===== src/rtl/core/utf8d_pkg.sv =====
// Shared types, constants and helper functions for the UTF-8 stream decoder.
`timescale 1ns / 1ps

package utf8d_pkg;

  localparam int ByteWidth  = 8;
  localparam int CpWidth    = 21;
  localparam int OutTdataW  = ((CpWidth + 7) / 8) * 8;
  localparam int OutTuserW  = 2;
  localparam int IdxWidth   = 2;   // result index within one byte's results (up to four)
  localparam int QueueDepthDefault = 4;

  localparam logic [CpWidth-1:0] ReplResetValue = CpWidth'(32'h0000_FFFD);
  localparam logic [CpWidth-1:0] MaxScalar      = CpWidth'(32'h0010_FFFF);
  localparam logic [CpWidth-1:0] SurrogateLo    = CpWidth'(32'h0000_D800);
  localparam logic [CpWidth-1:0] SurrogateHi    = CpWidth'(32'h0000_DFFF);
  localparam logic [CpWidth-1:0] MinTwoByte     = CpWidth'(32'h0000_0080);
  localparam logic [CpWidth-1:0] MinThreeByte   = CpWidth'(32'h0000_0800);
  localparam logic [CpWidth-1:0] MinFourByte    = CpWidth'(32'h0001_0000);

  // Sequence lengths as held in the decoder state.
  localparam logic [2:0] SeqLenNone  = 3'd0;
  localparam logic [2:0] SeqLenOne   = 3'd1;
  localparam logic [2:0] SeqLenTwo   = 3'd2;
  localparam logic [2:0] SeqLenThree = 3'd3;
  localparam logic [2:0] SeqLenFour  = 3'd4;

  // One queued command: all results but the last are replacements; the last
  // one is the carried code point when final_good is set.
  typedef struct packed {
    logic [CpWidth-1:0]  cp;
    logic                final_good;
    logic [IdxWidth-1:0] last_idx;
  } utf8d_cmd_t;

  typedef struct packed {
    logic       push;
    utf8d_cmd_t cmd;
  } utf8d_push_t;

  function automatic logic in_range(input logic [CpWidth-1:0] cp,
                                    input logic [CpWidth-1:0] lo,
                                    input logic [CpWidth-1:0] hi);
    in_range = (cp >= lo) && (cp <= hi);
  endfunction

  function automatic logic is_combining(input logic [CpWidth-1:0] cp);
    is_combining = in_range(cp, CpWidth'(32'h0300), CpWidth'(32'h036F))
                || in_range(cp, CpWidth'(32'h0591), CpWidth'(32'h05BD))
                || (cp == CpWidth'(32'h05BF))
                || in_range(cp, CpWidth'(32'h05C1), CpWidth'(32'h05C2))
                || in_range(cp, CpWidth'(32'h05C4), CpWidth'(32'h05C5))
                || (cp == CpWidth'(32'h05C7))
                || in_range(cp, CpWidth'(32'h1DC0), CpWidth'(32'h1DFF))
                || in_range(cp, CpWidth'(32'h20D0), CpWidth'(32'h20FF))
                || in_range(cp, CpWidth'(32'hFE20), CpWidth'(32'hFE2F));
  endfunction

endpackage


===== src/rtl/core/utf8d_front.sv =====
// Front end: accepts bytes, tracks the pending sequence and emits commands.
`timescale 1ns / 1ps

module utf8d_front (
  input  logic                             clk,
  input  logic                             rst,
  input  logic                             byte_valid,
  input  logic [utf8d_pkg::ByteWidth-1:0]  byte_data,
  input  logic                             queue_full,
  output logic                             byte_ready,
  output utf8d_pkg::utf8d_push_t           push_o
);

  logic [2:0]                      exp_len, exp_len_next;
  logic [1:0]                      seen, seen_next;
  logic [utf8d_pkg::CpWidth-1:0]   partial, partial_next;

  logic                            accept;
  logic                            pending;
  logic                            is_cont;
  logic [2:0]                      lead_len;
  logic [utf8d_pkg::CpWidth-1:0]   joined;
  logic [1:0]                      seen_inc;
  logic                            complete;
  logic                            overlong;
  logic                            bad;
  logic [2:0]                      n_res;

  assign byte_ready = !queue_full;
  assign accept     = byte_valid && byte_ready;
  assign pending    = (exp_len != utf8d_pkg::SeqLenNone);
  assign is_cont    = (byte_data[7:6] == 2'b10);

  always_comb begin
    if (!byte_data[7])                     lead_len = utf8d_pkg::SeqLenOne;
    else if (byte_data[7:5] == 3'b110)     lead_len = utf8d_pkg::SeqLenTwo;
    else if (byte_data[7:4] == 4'b1110)    lead_len = utf8d_pkg::SeqLenThree;
    else if (byte_data[7:3] == 5'b11110)   lead_len = utf8d_pkg::SeqLenFour;
    else                                   lead_len = utf8d_pkg::SeqLenNone;
  end

  assign joined   = {partial[utf8d_pkg::CpWidth-7:0], byte_data[5:0]};
  assign seen_inc = seen + 2'd1;
  assign complete = ({1'b0, seen_inc} >= exp_len) || (seen_inc == 2'd0);

  always_comb begin
    overlong = ((exp_len == utf8d_pkg::SeqLenTwo)   && (joined < utf8d_pkg::MinTwoByte))
            || ((exp_len == utf8d_pkg::SeqLenThree) && (joined < utf8d_pkg::MinThreeByte))
            || ((exp_len == utf8d_pkg::SeqLenFour)  && (joined < utf8d_pkg::MinFourByte));
    bad = overlong
       || utf8d_pkg::in_range(joined, utf8d_pkg::SurrogateLo, utf8d_pkg::SurrogateHi)
       || (joined > utf8d_pkg::MaxScalar);
  end

  always_comb begin
    exp_len_next = exp_len;
    seen_next    = seen;
    partial_next = partial;
    push_o       = '0;
    n_res        = 3'd0;
    if (accept) begin
      if (pending && is_cont) begin
        if (complete) begin
          exp_len_next = utf8d_pkg::SeqLenNone;
          seen_next    = 2'd0;
          partial_next = '0;
          n_res        = bad ? exp_len : 3'd1;
          push_o.cmd.cp         = joined;
          push_o.cmd.final_good = !bad;
        end else begin
          seen_next    = seen_inc;
          partial_next = joined;
        end
      end else begin
        // A broken sequence costs one replacement, then the byte is a lead.
        n_res = {2'b00, pending};
        push_o.cmd.cp         = utf8d_pkg::CpWidth'(byte_data);
        push_o.cmd.final_good = (lead_len == utf8d_pkg::SeqLenOne);
        exp_len_next = utf8d_pkg::SeqLenNone;
        seen_next    = 2'd0;
        partial_next = '0;
        unique case (lead_len) inside
          utf8d_pkg::SeqLenNone,
          utf8d_pkg::SeqLenOne: begin
            n_res = n_res + 3'd1;
          end
          utf8d_pkg::SeqLenTwo: begin
            exp_len_next = lead_len;
            seen_next    = 2'd1;
            partial_next = utf8d_pkg::CpWidth'(byte_data[4:0]);
          end
          utf8d_pkg::SeqLenThree: begin
            exp_len_next = lead_len;
            seen_next    = 2'd1;
            partial_next = utf8d_pkg::CpWidth'(byte_data[3:0]);
          end
          utf8d_pkg::SeqLenFour: begin
            exp_len_next = lead_len;
            seen_next    = 2'd1;
            partial_next = utf8d_pkg::CpWidth'(byte_data[2:0]);
          end
          default: begin
            n_res = n_res + 3'd1;
          end
        endcase
      end
      push_o.push         = (n_res != 3'd0);
      push_o.cmd.last_idx = 2'(n_res - 3'd1);
    end
  end

  always_ff @(posedge clk) begin
    if (rst) begin
      exp_len <= utf8d_pkg::SeqLenNone;
      seen    <= 2'd0;
      partial <= '0;
    end else begin
      exp_len <= exp_len_next;
      seen    <= seen_next;
      partial <= partial_next;
    end
  end

endmodule


===== src/rtl/core/utf8d_fifo.sv =====
// Small command queue between the front end and the result emitter.
`timescale 1ns / 1ps

module utf8d_fifo #(
  parameter int Depth = utf8d_pkg::QueueDepthDefault
) (
  input  logic                    clk,
  input  logic                    rst,
  input  utf8d_pkg::utf8d_push_t  push_i,
  input  logic                    pop,
  output logic                    full,
  output logic                    not_empty,
  output utf8d_pkg::utf8d_cmd_t   head
);

  localparam int PtrW = $clog2(Depth);
  localparam int CntW = $clog2(Depth + 1);

  utf8d_pkg::utf8d_cmd_t slots [Depth];
  logic [PtrW-1:0] wr_ptr, rd_ptr;
  logic [CntW-1:0] count;
  logic            do_push, do_pop;

  assign full      = (count == CntW'(Depth));
  assign not_empty = (count != '0);
  assign head      = slots[rd_ptr];
  assign do_push   = push_i.push && !full;
  assign do_pop    = pop && not_empty;

  always_ff @(posedge clk) begin
    if (do_push) begin
      slots[wr_ptr] <= push_i.cmd;
    end
  end

  always_ff @(posedge clk) begin
    if (rst) begin
      wr_ptr <= '0;
      rd_ptr <= '0;
      count  <= '0;
    end else begin
      if (do_push) begin
        wr_ptr <= (wr_ptr == PtrW'(Depth - 1)) ? '0 : wr_ptr + 1'b1;
      end
      if (do_pop) begin
        rd_ptr <= (rd_ptr == PtrW'(Depth - 1)) ? '0 : rd_ptr + 1'b1;
      end
      if (do_push && !do_pop) begin
        count <= count + 1'b1;
      end else if (!do_push && do_pop) begin
        count <= count - 1'b1;
      end
    end
  end

endmodule


===== src/rtl/core/utf8d_back.sv =====
// Back end: turns queued commands into registered results, one per cycle unless stalled.
`timescale 1ns / 1ps

module utf8d_back (
  input  logic                             clk,
  input  logic                             rst,
  input  logic                             cmd_valid,
  input  utf8d_pkg::utf8d_cmd_t            cmd,
  input  logic [utf8d_pkg::CpWidth-1:0]    repl_value,
  output logic                             cmd_pop,
  output logic                             res_valid,
  input  logic                             res_ready,
  output logic [utf8d_pkg::CpWidth-1:0]    res_cp,
  output logic                             res_replaced,
  output logic                             res_combining,
  output logic                             res_last
);

  logic [utf8d_pkg::IdxWidth-1:0] idx;
  logic                           emit;
  logic                           at_last;
  logic                           good;
  logic [utf8d_pkg::CpWidth-1:0]  cp_sel;

  assign emit    = cmd_valid && (!res_valid || res_ready);
  assign at_last = (idx == cmd.last_idx);
  assign good    = at_last && cmd.final_good;
  assign cp_sel  = good ? cmd.cp : repl_value;
  assign cmd_pop = emit && at_last;

  always_ff @(posedge clk) begin
    if (rst) begin
      res_valid <= 1'b0;
      idx       <= '0;
    end else begin
      if (emit) begin
        res_valid <= 1'b1;
        idx       <= at_last ? '0 : idx + 1'b1;
      end else if (res_ready) begin
        res_valid <= 1'b0;
      end
    end
  end

  always_ff @(posedge clk) begin
    if (emit) begin
      res_cp        <= cp_sel;
      res_replaced  <= !good;
      res_combining <= utf8d_pkg::is_combining(cp_sel);
      res_last      <= at_last;
    end
  end

endmodule


===== src/rtl/core/utf8_stream_decoder.sv =====
// Top level of the UTF-8 stream decoder with validation and combining-mark flag.
`timescale 1ns / 1ps

// UTF-8 stream decoder. Takes one raw byte per transaction on the s_axis side
// and returns decoded code points on the m_axis side, one result per
// transaction. A well-formed sequence gives one result on its final byte;
// malformed input gives the programmed replacement value with tuser bit 0 set
// (one per invalid lead byte, one for a sequence cut short by a non-
// continuation byte, which is then decoded again as a lead, and one per byte
// of an overlong, surrogate or out-of-range sequence). tlast marks the final
// result caused by one input byte; bytes that only extend a sequence give
// nothing. Rate: the front end takes one byte every cycle while the command
// queue (QueueDepth entries, default 4) has room; the back end drives one
// result per cycle while m_axis_tready allows, and a byte causes one to four
// results. Even with m_axis_tready held high the queue can fill, for instance
// when a bad four-byte sequence is followed by single-result bytes, and
// s_axis_tready then drops; a stalled m_axis side fills it as well, and
// s_axis_tready stays low until the back end pops a command. With an empty
// queue a result passes from the byte through a queue slot and the output
// register. Write replacement_value through cfg_we/cfg_wdata only while no
// transaction is in flight; it resets to U+FFFD.

module utf8_stream_decoder #(
  parameter int QueueDepth = utf8d_pkg::QueueDepthDefault
) (
  input  logic                             clk,
  input  logic                             rst,
  // configuration: replacement_value
  input  logic                             cfg_we,
  input  logic [utf8d_pkg::CpWidth-1:0]    cfg_wdata,
  // input byte stream
  input  logic                             s_axis_tvalid,
  output logic                             s_axis_tready,
  input  logic [utf8d_pkg::ByteWidth-1:0]  s_axis_tdata,   // [7:0] in_byte
  // decoded results
  output logic                             m_axis_tvalid,
  input  logic                             m_axis_tready,
  output logic [utf8d_pkg::OutTdataW-1:0]  m_axis_tdata,   // [20:0] codepoint, rest zero
  output logic [utf8d_pkg::OutTuserW-1:0]  m_axis_tuser,   // [0] replaced, [1] combining
  output logic                             m_axis_tlast    // last result of this byte
);

  // Replacement value register; hold between writes.
  logic [utf8d_pkg::CpWidth-1:0] repl_value;

  utf8d_pkg::utf8d_push_t push;
  utf8d_pkg::utf8d_cmd_t  head;
  logic                   queue_full;
  logic                   queue_not_empty;
  logic                   queue_pop;

  logic [utf8d_pkg::CpWidth-1:0] res_cp;
  logic                          res_replaced;
  logic                          res_combining;

  always_ff @(posedge clk) begin
    if (rst) begin
      repl_value <= utf8d_pkg::ReplResetValue;
    end else if (cfg_we) begin
      repl_value <= cfg_wdata;
    end
  end

  // Front end: classify each byte, advance the sequence state, queue results.
  utf8d_front u_front (
    .clk        (clk),
    .rst        (rst),
    .byte_valid (s_axis_tvalid),
    .byte_data  (s_axis_tdata),
    .queue_full (queue_full),
    .byte_ready (s_axis_tready),
    .push_o     (push)
  );

  // Command queue absorbs bytes that expand into several results.
  utf8d_fifo #(
    .Depth (QueueDepth)
  ) u_fifo (
    .clk       (clk),
    .rst       (rst),
    .push_i    (push),
    .pop       (queue_pop),
    .full      (queue_full),
    .not_empty (queue_not_empty),
    .head      (head)
  );

  // Back end: expand each command into results and drive the output register.
  utf8d_back u_back (
    .clk           (clk),
    .rst           (rst),
    .cmd_valid     (queue_not_empty),
    .cmd           (head),
    .repl_value    (repl_value),
    .cmd_pop       (queue_pop),
    .res_valid     (m_axis_tvalid),
    .res_ready     (m_axis_tready),
    .res_cp        (res_cp),
    .res_replaced  (res_replaced),
    .res_combining (res_combining),
    .res_last      (m_axis_tlast)
  );

  assign m_axis_tdata = utf8d_pkg::OutTdataW'(res_cp);
  assign m_axis_tuser = {res_combining, res_replaced};

endmodule


===== config.mk =====
export PLATFORM = sky130hd
export DESIGN_NAME = utf8_stream_decoder
export DESIGN_NICKNAME = d
export VERILOG_FILES = /design/src/rtl/core/utf8d_pkg.sv /design/src/rtl/core/utf8d_front.sv /design/src/rtl/core/utf8d_fifo.sv /design/src/rtl/core/utf8d_back.sv /design/src/rtl/core/utf8_stream_decoder.sv
export SDC_FILE = /design/constraint.sdc
export NUM_CORES = 1
export LEC_CHECK = 0
export BUFFER_PORTS_ARGS = -buffer_cell sky130_fd_sc_hd__buf_4
export CAP_MARGIN = 5
export CORE_MARGIN = 1
export CORE_UTILIZATION = 60
export DETAILED_ROUTE_END_ITERATION = 10
export PLACE_DENSITY = 0.89
export SYNTH_ARGS = -nofsm -noshare
export SYNTH_HDL_FRONTEND = slang
export SYNTH_SLANG_ARGS = --single-unit

===== constraint.sdc =====
create_clock -name clk -period 8.9 [get_ports clk]
set_clock_uncertainty 0.05 [all_clocks]
set_input_delay 0 -clock clk [delete_from_list [all_inputs] [get_ports clk]]
set_output_delay 0 -clock clk [all_outputs]
set_load 0.01 [all_outputs]

==> metrics, run 1 <==
Hold Path Origin cfg_we; top cells by area, synth sky130_fd_sc_hd__edfxtp_1, sky130_fd_sc_hd__dfxtp_1, sky130_fd_sc_hd__mux2i_1; number of enable flip-flop cells after synthesis 120; number of buffers created by CTS 17; y dimension of the die 116 µm; share of layout cells above drive strength 1 16.9%; clock tree from TritonCTS built; Final Hold Slack 0.0307 ns; GRT Resource Usage Total 27.9%; buffer type at the clock tree root sky130_fd_sc_hd__clkbuf_16; Compound-Gate Fraction of Synth Area 6.73%; CP Data Required Time 8.88 ns; dominant synthesized flop cell sky130_fd_sc_hd__edfxtp_1; critical register-to-register path endpoint u_fifo.slots[1][3]; number of failing hold endpoints at the final stage 0; area of the core region 0.0126 mm²; drt total wl 17,700 µm; run status finished, final reports clean; fmax 0.271 GHz; hpwl dp 11,200 µm; Rows 41; parity-gate share of the synthesized area counting xor and xnor cells 0.679%; Die Outline Area 0.0134 mm²; Min-Delay Endpoint repl_value[2]; buffers inserted during post-CTS setup optimization 0; Worst Hold Path Cells 2; Critical Path End Type flop; period utilization 41.5%; average wire per cell in the routed design 19.6 µm; Resize count post-CTS 0; basic-gate share of the synthesized area counting and, or, nand and nor cells 15.4%; buffer depth of the longest clock path 2; maximum number of pins on one net before global-route repair 38; highest fanout seen on the critical path 24; fraction of synthesized area in multiplexers 11.6%; max-slew violations 0; met3 wire length 949 µm; post-synthesis sequential area ratio 60.3%; Initial DRC Count 464; first-pass GRT wire length 27,300 µm; #FFs+latches synth 173; worst ir drop on vdd 0.167 mV; DRC violations left 0; worst-case headroom to the max-slew limit 16.4%; share of synthesized cell area in full adder, half adder and majority cells 2.04%; max-cap viol count 0; routed wl met2 8980 µm; count of synthesis-stage warnings from yosys 0; remaining antenna violation count 0; die width 116 µm; Port Buffers 59; Detailed Routing Iterations Pass 1 5; static leakage 3.57 nW; final-report setup violation count 0; leading area contributor after synthesis sky130_fd_sc_hd__edfxtp_1; I/O pin total 63; total power divided by cell area 267 mW/mm²; minimum clock period after layout 3.69 ns; highest signal layer in the routed design met4; minimum setup slack among reg-to-reg paths 5.21 ns; fraction of registers with async set or reset after synthesis 0%; Yosys cell types 63; commonest cells after routing, fill and taps aside sky130_fd_sc_hd__edfxtp_1, sky130_fd_sc_hd__nand2_1, sky130_fd_sc_hd__buf_4; setup repair after global routing missed its margin false; number of nets in the finished design 762; starting density of the core 61.3%; Hold WC Path Type input pin to flop; Via density 6.03; antenna fix cells 0; aggregate global routing overflow 0; arrival time of the worst setup path 3.67 ns; worst slew pin tran 1.25 ns; global placer's final weighted congestion 0.911; class of the most critical setup path flop to flop; number of standard cells in the final layout excluding fillers 901; Gate Count Post-Synth 616; most frequent standard cell in the layout excluding fill and tap cells sky130_fd_sc_hd__edfxtp_1; placed cell count 820; via count of the first global-routing pass 5,456; Vias 5,436; area overhead of the layout relative to synthesis 20.8%; Netlist Area Pre-Place 0.00774 mm²; proportion of netlist area held by the largest area contributor 46.6%; cts-stage hold buffer count 49; clock slew seen by the registers of the worst setup and hold paths 0.06 ns; type of element launching the critical path flop; average cell area after synthesis 12.6 µm²; worst skew pair latency 0.43 ns; antenna violations before repair 0; H-tree depth 4; met1 routed wirelength after detailed routing 7240 µm; Clock Sink Count 173; setup total negative slack 0 ns; Worst Reg2Reg Path Length in Cells 12; largest family of logic cells by synthesized area simple AND/OR/NAND/NOR gates; startpoint of the worst register-to-register path u_front.seen[0]
==> Yosys cell counts, types with 7 or more instances <==
master,instances
sky130_fd_sc_hd__nand3_1,22
sky130_fd_sc_hd__nor4_1,9
sky130_fd_sc_hd__mux2i_1,35
sky130_fd_sc_hd__and3_1,8
sky130_fd_sc_hd__nor2_1,36
sky130_fd_sc_hd__and2_1,20
sky130_fd_sc_hd__edfxtp_1,120
sky130_fd_sc_hd__mux4_2,15
sky130_fd_sc_hd__nand2_1,92
sky130_fd_sc_hd__a21oi_1,32
sky130_fd_sc_hd__clkbuf_1,13
sky130_fd_sc_hd__dfxtp_1,53
sky130_fd_sc_hd__o21ai_0,16
sky130_fd_sc_hd__nor3_1,7
sky130_fd_sc_hd__inv_1,15
sky130_fd_sc_hd__ha_1,11
==> cell type report <==
class                      instances  area (µm²)
timing repair buffer             111         956
clock buffer                      24         482
multi-input combinational        397        2830
clock inverter                     8         131
inverter                          16        65.1
tap                              172         215
fill                             781        3280
sequential                       173        4660
==> power by group <==
group	total [mW]	internal, mW	leakage [nW]	switching (mW)
clock network	0.761	0.466	0.291	0.295
registers	1.06	1.01	1.55	0.0523
logic	0.671	0.273	1.73	0.398
total	2.49	1.75	3.57	0.745
==> sequential cells by signal, summed over array words and instances (netlist names), named ones only <==
name,count
u_back.res_replaced,1
u_back.res_combining,1
u_back.res_cp,21
u_back.idx,2
u_fifo.slots,96
u_front.seen,2
u_fifo.wr_ptr,2
u_fifo.rd_ptr,2
u_front.partial,15
u_front.exp_len,3
u_fifo.count,3
u_back.res_valid,1
u_back.res_last,1
repl_value,21
==> critical path, stage by stage (launching register included) <==
cell	delay (ns)
sky130_fd_sc_hd__dfxtp_1	0.34
sky130_fd_sc_hd__ha_1	0.32
sky130_fd_sc_hd__ha_1	0.29
sky130_fd_sc_hd__a21oi_1	0.06
sky130_fd_sc_hd__o21bai_1	0.29
sky130_fd_sc_hd__o21ai_0	0.15
sky130_fd_sc_hd__nor2_1	0.11
sky130_fd_sc_hd__a21oi_1	0.07
sky130_fd_sc_hd__ha_1	0.21
sky130_fd_sc_hd__o21ai_0	0.08
sky130_fd_sc_hd__nand2_1	0.14
sky130_fd_sc_hd__inv_1	0.19
sky130_fd_sc_hd__and2_1	0.99
==> through the flow <==
stage / area (µm²) / total power [mW] / setup WS (ns) / util (%)
6_report: 9340 / 2.49 / 5.21 / 74.0
5_1_grt: 9340 / 2.60 / 5.00 / 74.0
4_1_cts: 9340 / 2.49 / 5.24 / 74.0
3_5_place_dp: 8240 / 1.71 / 5.34 / 65.3
3_3_place_gp: 8240 / 1.68 / 5.46 / 65.3
2_1_floorplan: 7740 / 1.52 / 5.70 / -
==> cells by family after synthesis <==
logic type      Yosys count
simple gates            234
flops                   173
compound gates           82
mux                      60
buf+inv                  48
fa+ha+maj                12
xor+xnor                  6
other cells               1
==> worst max-delay path by stage <==
stage	startpoint	endpoint	slack (ns)
3_3_place_gp	u_front.seen[0]	u_fifo.slots[1][18]	5.46
3_5_place_dp	u_front.seen[0]	u_fifo.slots[3][20]	5.34
6_report	u_front.seen[0]	u_fifo.slots[1][3]	5.21
5_1_grt	u_front.seen[0]	u_fifo.slots[3][22]	5.00
2_1_floorplan	u_front.seen[0]	u_fifo.count[2]	5.70
4_1_cts	u_front.seen[0]	u_fifo.slots[1][3]	5.24
==> layer usage <==
layer	vias up	GRT usage, %
li1	2482	-
met1	2664	32.9
met2	243	49.1
met3	47	5.86
met4	0	12.6
met5	-	0
Power figures use the tool's default switching activity.
==> run 2: changes to the inputs <==
Settings changed: ABC_AREA set to 1.
Clock period 8.9 ns to 3.4 ns, I/O delays scaled along.
==> run 2 against run 1 <==
  * Die area increased by 8.1%
  * Critical path depth increased by 9
  * Area after synthesis increased by 8.3%
  * Sequential power increased to 2.8 times the previous value
  * Clock-buffer cell count decreased by 1
  * Setup slack got worse by 5.1 ns
  * Clock power increased by 140%
  * Final cell count increased by 37%
  * Register-to-register slack got worse by 5.1 ns
  * Flip-flop and latch count unchanged
  * First-iteration DRC count increased by 60%
  * Largest power group is now combinational logic
==> metrics, run 2 <==
run status finished, final reports clean (unchanged); Final Hold Slack 0.0442 ns (was 0.0307 ns); most frequent standard cell in the layout excluding fill and tap cells sky130_fd_sc_hd__nand2_1 (was sky130_fd_sc_hd__edfxtp_1); class of the most critical setup path flop to flop (unchanged); #FFs+latches synth 173 (unchanged); period utilization 96.9% (was 41.5%); drt total wl 21,100 µm (was 17,700 µm); DRC violations left 0 (unchanged); global placer's final weighted congestion 0.987 (was 0.911); worst slew pin tran 0.825 ns (was 1.25 ns); max-cap viol count 0 (unchanged); setup repair after global routing missed its margin true (was false); highest fanout seen on the critical path 4 (was 24); Initial DRC Count 743 (was 464); PnR worst setup slack 0.104 ns (was 5.21 ns); I/O pin total 63 (unchanged); fmax 0.303 GHz (was 0.271 GHz); arrival time of the worst setup path 3.56 ns (was 3.67 ns); Worst Reg2Reg Path Length in Cells 21 (was 12); total power divided by cell area 812 mW/mm² (was 267 mW/mm²); first-pass GRT wire length 33,000 µm (was 27,300 µm); Port Buffers 59 (unchanged); number of buffers created by CTS 17 (unchanged); dpl ws 0.0184 ns (was 5.34 ns); register containing the most flip-flops in the final layout u_fifo.slots (unchanged); clock slew seen by the registers of the worst setup and hold paths 0.06 ns (about the same); flip-flop count of the largest register after layout 96 (unchanged); number of standard cells in the final layout excluding fillers 1,235 (was 901); Detailed Routing Iterations Pass 1 5 (unchanged); worst-case headroom to the max-slew limit 44.9% (was 16.4%); number of failing hold endpoints at the final stage 0 (unchanged); type of element launching the critical path flop (unchanged); via count of the first global-routing pass 6,677 (was 5,456); Rows 42 (was 41); H-tree depth 4 (unchanged); post-synthesis sequential area ratio 55.7% (was 60.3%); minimum clock period after layout 3.30 ns (was 3.69 ns); maximum number of pins on one net before global-route repair 44 (was 38); largest registers u_fifo.slots (96), repl_value (21), u_back.res_cp (21) (unchanged); leading area contributor after synthesis sky130_fd_sc_hd__edfxtp_1 (unchanged); proportion of netlist area held by the largest area contributor 43.0% (was 46.6%); worst skew pair latency 0.43 ns (about the same); clock tree from TritonCTS built (unchanged); fraction of registers with async set or reset after synthesis 0% (unchanged); buffer depth of the longest clock path 2 (unchanged); static leakage 4.20 nW (was 3.57 nW); antenna violations before repair 0 (unchanged); Hold WC Path Type input pin to flop (unchanged); worst ir drop on vdd 0.719 mV (was 0.167 mV); Netlist Area Pre-Place 0.00838 mm² (was 0.00774 mm²); placed cell count 1,150 (was 820); cell with the most instances after synthesis sky130_fd_sc_hd__nand2_1 (was sky130_fd_sc_hd__edfxtp_1); fraction of the core area covered by cells at the end of the flow 75.3% (was 74.0%); GRT Resource Usage Total 30.2% (was 27.9%); Gate Count Post-Synth 942 (was 616); most frequent cells after synthesis sky130_fd_sc_hd__nand2_1, sky130_fd_sc_hd__edfxtp_1, sky130_fd_sc_hd__inv_1, sky130_fd_sc_hd__nor2_1, sky130_fd_sc_hd__o21ai_0 (was sky130_fd_sc_hd__edfxtp_1, sky130_fd_sc_hd__nand2_1, sky130_fd_sc_hd__dfxtp_1); Hold Path Origin cfg_we (unchanged); hpwl dp 13,200 µm (was 11,200 µm); die width 120 µm (was 116 µm); count of synthesis-stage warnings from yosys 0 (unchanged); commonest cells after routing, fill and taps aside sky130_fd_sc_hd__nand2_1, sky130_fd_sc_hd__edfxtp_1, sky130_fd_sc_hd__inv_1 (was sky130_fd_sc_hd__edfxtp_1, sky130_fd_sc_hd__nand2_1, sky130_fd_sc_hd__buf_4); antenna fix cells 0 (unchanged); number of nets in the finished design 1,092 (was 762); final-report setup violation count 0 (unchanged); top cells by area, synth sky130_fd_sc_hd__edfxtp_1, sky130_fd_sc_hd__dfxtp_1, sky130_fd_sc_hd__nand2_1 (was sky130_fd_sc_hd__edfxtp_1, sky130_fd_sc_hd__dfxtp_1, sky130_fd_sc_hd__mux2i_1); Die Outline Area 0.0144 mm² (was 0.0134 mm²); CP Data Required Time 3.67 ns (was 8.88 ns); average wire per cell in the routed design 17.1 µm (was 19.6 µm); starting density of the core 62.3% (was 61.3%); Min-Delay Endpoint repl_value[11] (was repl_value[2]); remaining antenna violation count 0 (unchanged); max-slew violations 0 (unchanged); average cell area after synthesis 8.89 µm² (was 12.6 µm²); Vias 7,063 (was 5,436); Critical Path End Type flop (unchanged); critical register-to-register path endpoint u_fifo.count[2] (was u_fifo.slots[1][3]); setup total negative slack 0 ns (unchanged); dominant synthesized flop cell sky130_fd_sc_hd__edfxtp_1 (unchanged); share of layout cells above drive strength 1 16.4% (was 16.9%); filler cell count in the final layout 894 (was 781); y dimension of the die 120 µm (was 116 µm); Yosys cell types 46 (was 63); Clock Sink Count 173 (unchanged); number of enable flip-flop cells after synthesis 120 (unchanged); minimum setup slack among reg-to-reg paths 0.10 ns (was 5.21 ns); Via density 5.72 (was 6.03); Worst Hold Path Cells 2 (unchanged); area of the core region 0.0135 mm² (was 0.0126 mm²); area overhead of the layout relative to synthesis 20.9% (was 20.8%); aggregate global routing overflow 0 (unchanged); buffer type at the clock tree root sky130_fd_sc_hd__clkbuf_16 (unchanged); startpoint of the worst register-to-register path u_front.seen[0] (unchanged)
[run 2: cell types whose count changed after synthesis, sizes merged, moves of 35 or more]
cell,delta
mux2i,-35
inv,+96
nor2,+84
o21ai,+54
nand2,+123
nand3,+35
[run 2: logic make-up after synthesis]
family	share of synthesized area [%]
xor gates and xnor gates	0.105
other	0.0448
AOI/OAI and AO/OA	10.1
adders and majority gates	1.88
and+or+nand+nor	23.7
buffers and inverters	8.45
DFF	55.7
[run 2: cell type report]
type                       instances  area, µm²  area share [%]
clock inverter                     9       87.6           0.865
multi-input combinational        611       3070            30.3
clock buffer                      23        478            4.72
sequential                       173       4670            46.1
tap                              176        220            2.17
timing repair buffer             131       1170            11.6
inverter                         112        428            4.22
[run 2: worst max-delay path: stages (launching register included)]
cell and delay [ns]:
sky130_fd_sc_hd__dfxtp_4 0.36, sky130_fd_sc_hd__ha_4 0.24, sky130_fd_sc_hd__ha_1 0.26, sky130_fd_sc_hd__a21boi_2 0.14, sky130_fd_sc_hd__o21ai_1 0.06, sky130_fd_sc_hd__nand2_1 0.08
sky130_fd_sc_hd__inv_1 0.05, sky130_fd_sc_hd__nor2_2 0.17, sky130_fd_sc_hd__nand2_1 0.11, sky130_fd_sc_hd__o21ai_1 0.14, sky130_fd_sc_hd__inv_1 0.06, sky130_fd_sc_hd__ha_1 0.19
sky130_fd_sc_hd__o21ai_0 0.08, sky130_fd_sc_hd__nand2_1 0.10, sky130_fd_sc_hd__inv_1 0.07, sky130_fd_sc_hd__ha_1 0.15, sky130_fd_sc_hd__inv_2 0.07, sky130_fd_sc_hd__fa_2 0.40
sky130_fd_sc_hd__a21oi_2 0.16, sky130_fd_sc_hd__o21ai_2 0.07, sky130_fd_sc_hd__o21ai_1 0.11, sky130_fd_sc_hd__a21oi_1 0.05
[run 2: how the worst max path moves through the flow]
stage               startpoint            endpoint  cells after the start
2_1_floorplan  u_front.seen[0]  u_fifo.slots[0][0]                     14
3_3_place_gp   u_front.seen[0]     u_fifo.count[2]                     21
3_5_place_dp   u_front.seen[0]     u_fifo.count[2]                     21
4_1_cts        u_front.seen[0]     u_fifo.count[2]                     21
5_1_grt        u_front.seen[0]     u_fifo.count[2]                     21
6_report       u_front.seen[0]     u_fifo.count[2]                     21
[run 2: report_power, final]
group          switching (mW)  internal [mW]
clock network           0.782           1.07
logic                    2.36           1.08
registers               0.170           2.77
[run 2: per-stage QoR]
stage | instance area, µm² | total power, mW
floorplan | 8390 | 5.27
detailed placement | 9000 | 6.20
finish | 10100 | 8.22
CTS | 10100 | 8.09
global placement | 9000 | 6.09
global route | 10100 | 8.66
[run 2: timing repair]
action,CTS,global route
endpoints found under the hold margin,69,0
pin swaps,0,6
endpoints found under the setup margin,1,4
gates resized for setup,1,17
hold buffers,51,0
buffers inserted,0,2
[run 2: layer usage]
| layer | GRT usage, % | up-vias | part of all wire [%] |
|---|---|---|---|
| met5 | 0 | - | 0 |
| met4 | 13.3 | 0 | 2.3 |
| met3 | 5.47 | 40 | 8.3 |
| met2 | 51.1 | 398 | 50 |
| met1 | 37.8 | 3266 | 39 |
| li1 | - | 3359 | - |
